**config.mk**
```make
export PLATFORM = sky130hd
export DESIGN_NAME = tvdi_front
export DESIGN_NICKNAME = d
export VERILOG_FILES = /design/src/triangle_vertex_dedup_indexer_defines.svh /design/src/tvdi_pkg.sv /design/src/tvdi_front.sv
export SDC_FILE = /design/constraint.sdc
export NUM_CORES = 1
export LEC_CHECK = 0
export BUFFER_PORTS_ARGS = -buffer_cell sky130_fd_sc_hd__buf_2
export CAP_MARGIN = 20
export CORE_MARGIN = 2
export CORE_UTILIZATION = 30
export DETAILED_ROUTE_END_ITERATION = 10
export GPL_TIMING_DRIVEN = 0
export PLACE_DENSITY = 0.62
export SKIP_LAST_GASP = 1
export SYNTH_ARGS = -nofsm -noshare
export SYNTH_HDL_FRONTEND = slang
export SYNTH_SLANG_ARGS = --single-unit
```
**constraint.sdc**
```tcl
create_clock -name clk -period 8.3 [get_ports clk]
set_input_delay 0.83 -clock clk [delete_from_list [all_inputs] [get_ports clk]]
set_output_delay 0.83 -clock clk [all_outputs]
set_load 0.05 [all_outputs]
```
**src/triangle_vertex_dedup_indexer_defines.svh**
```systemverilog
// assertion macros for the vertex dedup indexer
`ifndef TRIANGLE_VERTEX_DEDUP_INDEXER_DEFINES_SVH
`define TRIANGLE_VERTEX_DEDUP_INDEXER_DEFINES_SVH

`ifndef ASSERT_OFF
// check a property on every clock edge outside reset
`define TVDI_ASSERT(lbl, prop, msg) \
    lbl: assert property (@(posedge clk) disable iff (!rst_n) prop) else $error(msg);
// check that an event is followed by a condition in the next cycle
`define TVDI_ASSERT_NEXT(lbl, ante, cons, msg) \
    lbl: assert property (@(posedge clk) disable iff (!rst_n) (ante) |=> (cons)) \
        else $error(msg);
`else
`define TVDI_ASSERT(lbl, prop, msg)
`define TVDI_ASSERT_NEXT(lbl, ante, cons, msg)
`endif

`endif

```
**src/tvdi_pkg.sv**
```systemverilog
`default_nettype none
package tvdi_pkg;

    localparam int MAX_VERTICES = 4096;
    localparam int ADDR_W       = $clog2(MAX_VERTICES);
    localparam int CNT_W        = $clog2(MAX_VERTICES + 1);
    localparam int IDX_OUT_W    = 12;
    localparam int CNT_OUT_W    = 13;

    // request classes
    localparam logic [1:0] OP_TRI   = 2'd0;
    localparam logic [1:0] OP_CLEAR = 2'd1;
    localparam logic [1:0] OP_DEGEN = 2'd2;

    typedef struct packed {
        logic [31:0] x;
        logic [31:0] y;
        logic [31:0] z;
    } vertex_t;

    localparam int VERT_W = $bits(vertex_t);

    typedef struct packed {
        logic [1:0]        op;
        vertex_t [2:0]     verts;
    } cmd_t;

    function automatic logic is_nan(input logic [31:0] a);
        return (a[30:23] == 8'hFF) && (a[22:0] != 23'd0);
    endfunction

    // ieee equality: signed zeros match, nan matches nothing
    function automatic logic coord_eq(input logic [31:0] a, input logic [31:0] b);
        logic r;
        if (is_nan(a) || is_nan(b))
            r = 1'b0;
        else
            r = (a == b) || (((a | b) & 32'h7FFF_FFFF) == 32'd0);
        return r;
    endfunction

    function automatic logic vert_eq(input vertex_t p, input vertex_t q);
        return coord_eq(p.x, q.x) && coord_eq(p.y, q.y) && coord_eq(p.z, q.z);
    endfunction

endpackage
`default_nettype wire

```
**src/tvdi_front.sv**
```systemverilog
`default_nettype none
module tvdi_front
    import tvdi_pkg::*;
(
    input  wire logic        clk,
    input  wire logic        rst_n,
    input  wire logic        push,
    output logic             full,
    input  wire logic        kind,
    input  wire vertex_t [2:0] verts,
    output logic             q_valid,
    output cmd_t             q_cmd,
    input  wire logic        q_take
);

    cmd_t       ent_reg [2];
    logic       wr_ptr_reg, wr_ptr_next;
    logic       rd_ptr_reg, rd_ptr_next;
    logic [1:0] cnt_reg, cnt_next;
    cmd_t       cmd_in;
    logic       accept;

    // classify the incoming request
    always_comb
    begin
        cmd_in.verts = verts;
        if (kind)
            cmd_in.op = OP_CLEAR;
        else if (vert_eq(verts[0], verts[1]) || vert_eq(verts[1], verts[2]) ||
                 vert_eq(verts[0], verts[2]))
            cmd_in.op = OP_DEGEN;
        else
            cmd_in.op = OP_TRI;
    end

    assign full    = (cnt_reg == 2'd2);
    assign accept  = push && !full;
    assign q_valid = (cnt_reg != 2'd0);
    assign q_cmd   = ent_reg[rd_ptr_reg];

    // two-entry queue pointers
    always_comb
    begin
        wr_ptr_next = wr_ptr_reg ^ accept;
        rd_ptr_next = rd_ptr_reg ^ (q_take && q_valid);
        cnt_next    = cnt_reg + 2'(accept) - 2'(q_take && q_valid);
    end

    always_ff @(posedge clk or negedge rst_n)
    begin
        if (!rst_n)
        begin
            wr_ptr_reg <= 1'b0;
            rd_ptr_reg <= 1'b0;
            cnt_reg    <= 2'd0;
        end
        else
        begin
            wr_ptr_reg <= wr_ptr_next;
            rd_ptr_reg <= rd_ptr_next;
            cnt_reg    <= cnt_next;
        end
    end

    // queue storage
    always_ff @(posedge clk)
    begin
        if (accept)
        begin
            ent_reg[wr_ptr_reg] <= cmd_in;
        end
    end

endmodule
`default_nettype wire

```
==> metrics.md <==
| Metric | Value |
|---|---|
| Result of the run | finished, final reports clean |
| Portion of synthesized cell area occupied by the leading cell type | a little over three fifths |
| TritonCTS clock tree | built |
| Crit-path max cell delay | 660 ps |
| Async SR Flop Fraction | less than 1% |
| Number of remaining DRC errors | 0 |
| Worst path bufs/invs | 3 |
| Max frequency | around 270 MHz |
| Critical path data arrival time | ~2900 ps |
| Mean routed wirelength per cell | around 24 um |
| Worst hold path type | in2reg |
| Post-DP HPWL | 71.3 mm |
| Required time of the critical path | 7470 ps |
| Pwr/cell area | about 360 nW/um^2 |
| Post-CTS Repair Setup Buffers | 0 |
| Die outline area | roughly 95000 um^2 |
| Layout cells sized above 1 | between 40% and 50% |
| Kind of critical path | reg2out |
| Worst Skew | 26.6 ps |
| Startpoint type of the worst setup path | flip-flop |
| TritonCTS buffer count | a little under 70 |
| Worst-case hold slack | around 430 ps |
| Final std cells w/o fill | between 3000 and 4000 |
| Synthesis warning total | 0 |
| Clk_lat worst skew | about 620 ps |
| Slew margin rel. | between 40% and 50% |
| Clock-pin transition on the worst setup and hold timing paths | 60 ps |
| CP endpoint kind | output pin |
| Top cell type by total area after synthesis | edfxtp_1 |
| Total power of the final layout | between 10 and 15 mW |
| Max Slew Vio Count | 0 |
| Root Driver | clkbuf_16 |
| Starting DRT DRC Count | 1232 |
| Area growth from synthesis to final layout | 25.4% |
| Site Rows | 111 |
| First-pass GRT wire length | between 100 and 150 mm |
| P_leak | 14.1 nW |
| Net count of the finished layout | 3055 |
| Primary flip-flop cell chosen by synthesis mapping | edfxtp_1 |
| Crit-path cells | clkbuf_2 > buf_2 > mux2_2 > buf_2 |
| Cell with the biggest individual delay on the critical path | clkbuf_2 |
| DR vias/cell | between 4 and 5 |
| Final ANT Viol Nets | 0 |
| Total via count in the routed design | 18000 |
| Pin count of the biggest net entering global routing | 63 |
| Post-synthesis net count | between 2000 and 2500 |
| Mean area per synthesized cell | 15.3 um^2 |
| Post-route minimum period | 3680 ps |
| Number of antenna violations at the first check in global routing | 13 |
| Core ar. | 91500 um^2 |
| Final Hold Vio Count | 0 |
| Max-Cap Viols | 0 |
| Sum of negative setup slack | 0 ps |
| Worst-case vdd ir drop | 0.268 mV |
| Dpl cells | 3593 |
| Maximum number of buffers from clock root to sink | 3 |
| Worst Max-Slew Pin Slew | between 800 and 900 ps |
| Wirelength, routed | approximately 90 mm |
| Setup repair after global routing missed its margin | no |
| Portion of the clock cycle consumed by the worst path in the final layout | around 44% |
| Die Ht | 308 um |
| Number of buffers inserted by port buffering | roughly 580 |
| Effective utilization at floorplan | between 30% and 40% |
| Category of cells accounting for the largest share of critical-path delay | buffers and inverters |
| Ranking of synthesized cells by area | edfxtp_1 63%, ha_1 13%, mux2_2 12% |
| Count of pins on the block boundary | 585 |
| Vias in the first global route | 18400 |
| Number of detailed-route iterations in the first pass | 5 |
| GRT overflow | 0 |
| GRT Util Overall | a little under a fifth |
| Htree depth | 3 |
| Number of sinks on the clock net | 584 |
| Most frequent CP cell | buf_2 |
| Routability Congestion | slightly below 0.9 |
| Largest driver fanout on the critical path | 10 |
| Sequential cell area fraction in the yosys report | between 60% and 70% |
| Width of the die | 308 um |
| Final Core Density | around 38% |
| Flip-flop count of the largest register after layout | 580 |
| Mapped Cells | ~1800 |
| Number of synthesized flops with an enable pin | 580 |
| Number of library cell types mapped by synthesis | 29 |
| Synthesis-stage register bit count | between 500 and 600 |
| Netlist area before placement | approximately 28000 um^2 |
| Count of final setup violators | 0 |
[cell families (layout without fill, tap and decap cells)]
| group | Yosys count | count (layout) | synth area share, % |
|---|---|---|---|
| AO/OA/AOI/OAI | 16 | 16 | 0.471 |
| XOR/XNOR | 12 | 12 | 0.380 |
| adder cells (fa/ha/maj) | 283 | 283 | 12.8 |
| buffers and inverters | 316 | 1037 | 4.42 |
| flip-flops | 584 | 584 | 63.4 |
| multiplexers | 290 | 290 | 11.8 |
| other | 0 | 10 | 0 |
| AND/OR/NAND/NOR | 310 | 310 | 6.75 |
[metrics by stage]
step / worst slack [ps] / cell area (um^2)
2_1_floorplan: -3.68 / 27600
3_3_place_gp: -4950 / 32100
3_5_place_dp: 4670 / 32400
5_1_grt: 4510 / 34700
6_report: 4620 / 34700
4_1_cts: 4520 / 34700
[layout by cell type (no fill, tap or decap), types with 2 or more instances in the layout]
cell	n
nor3_1	18
ha_4	2
buf_16	8
nand3_1	18
clkinv_2	10
buf_12	3
clkinvlp_4	5
clkinv_1	12
bufinv_16	7
or3_1	6
ha_1	281
a22oi_1	3
clkinv_4	6
o21ai_0	6
edfxtp_1	580
xnor2_1	11
clkbuf_1	11
clkbuf_2	2
o311a_1	3
nor2_1	9
nor4_1	116
diode_2	10
mux2_2	289
buf_2	613
nor4_2	10
inv_1	284
nand2_1	27
dfrtp_1	4
clkbuf_16	73
nand4_1	102
[cell usage after synthesis, types with 3 or more instances]
cell / n
nor4_2: 10
o21ai_0: 6
clkbuf_1: 3
o311a_1: 3
mux2_2: 289
dfrtp_1: 4
nor2_1: 9
buf_2: 29
a22oi_1: 3
nand2_1: 27
nand4_1: 102
or3_1: 6
edfxtp_1: 580
nand3_1: 18
xnor2_1: 11
ha_1: 283
nor3_1: 18
nor4_1: 116
inv_1: 284
[path summary, 6_finish.rpt]
| kind | end | from | slack [ps] | cells after the start |
|---|---|---|---|---|
| setup / recovery | q_cmd[225] | rd_ptr_reg$_DFF_PN0_ | 4620 | 4 |
| hold / removal | ent_reg[1][271]$_DFFE_PP_ | verts[271] | 430 | 1 |
| setup reg to reg | ent_reg[1][9]$_DFFE_PP_ | cnt_reg[1]$_DFF_PN0_ | 5540 | 7 |
| hold reg to reg | cnt_reg[1]$_DFF_PN0_ | cnt_reg[1]$_DFF_PN0_ | 510 | 1 |
| max in group asynchronous | wr_ptr_reg$_DFF_PN0_ | rst_n | 7620 | 2 |
| min in group asynchronous | cnt_reg[0]$_DFF_PN0_ | rst_n | 550 | 2 |
[worst reg2reg max path, stage by stage, from the launching register on]
cell	delay [ps]
dfrtp_1	410
nand2b_1	120
nand2_1	90
inv_1	150
ha_4	630
buf_16	340
buf_12	260
buf_16	350
[report_power, final]
part	total [mW]	switching [mW]	internal [mW]	leakage [nW]
logic	5.37	3.97	1.39	7.58
clock network	3.03	1.21	1.82	1.10
registers	4.14	0.119	4.02	5.43
[final cells by class]
cell class | count | area [um^2]
Fill cell | 8739 | 56800
Sequential cell | 584 | 17500
Multi-Input combinational cell | 911 | 8930
Timing Repair Buffer | 597 | 3230
Clock buffer | 83 | 1860
Tap cell | 1186 | 1480
Inverter | 284 | 1070
Clock inverter | 41 | 404
Buffer | 32 | 159
Antenna cell | 10 | 25.0
[what timing repair did]
item / 4_1_cts / 5_1_grt
resized for setup: 0 / 0
endpoints found under the hold margin: 4 / 0
hold buffers: 1 / 0
[layer usage]
layer	vias up	track usage (%)	share of wire [%]
met5	-	0	0
met1	8969	22.6	40
li1	8251	-	-
met3	132	5.35	8.2
met4	0	7.11	3.1
met2	691	31.2	49
(Power assumes the default switching activity.)
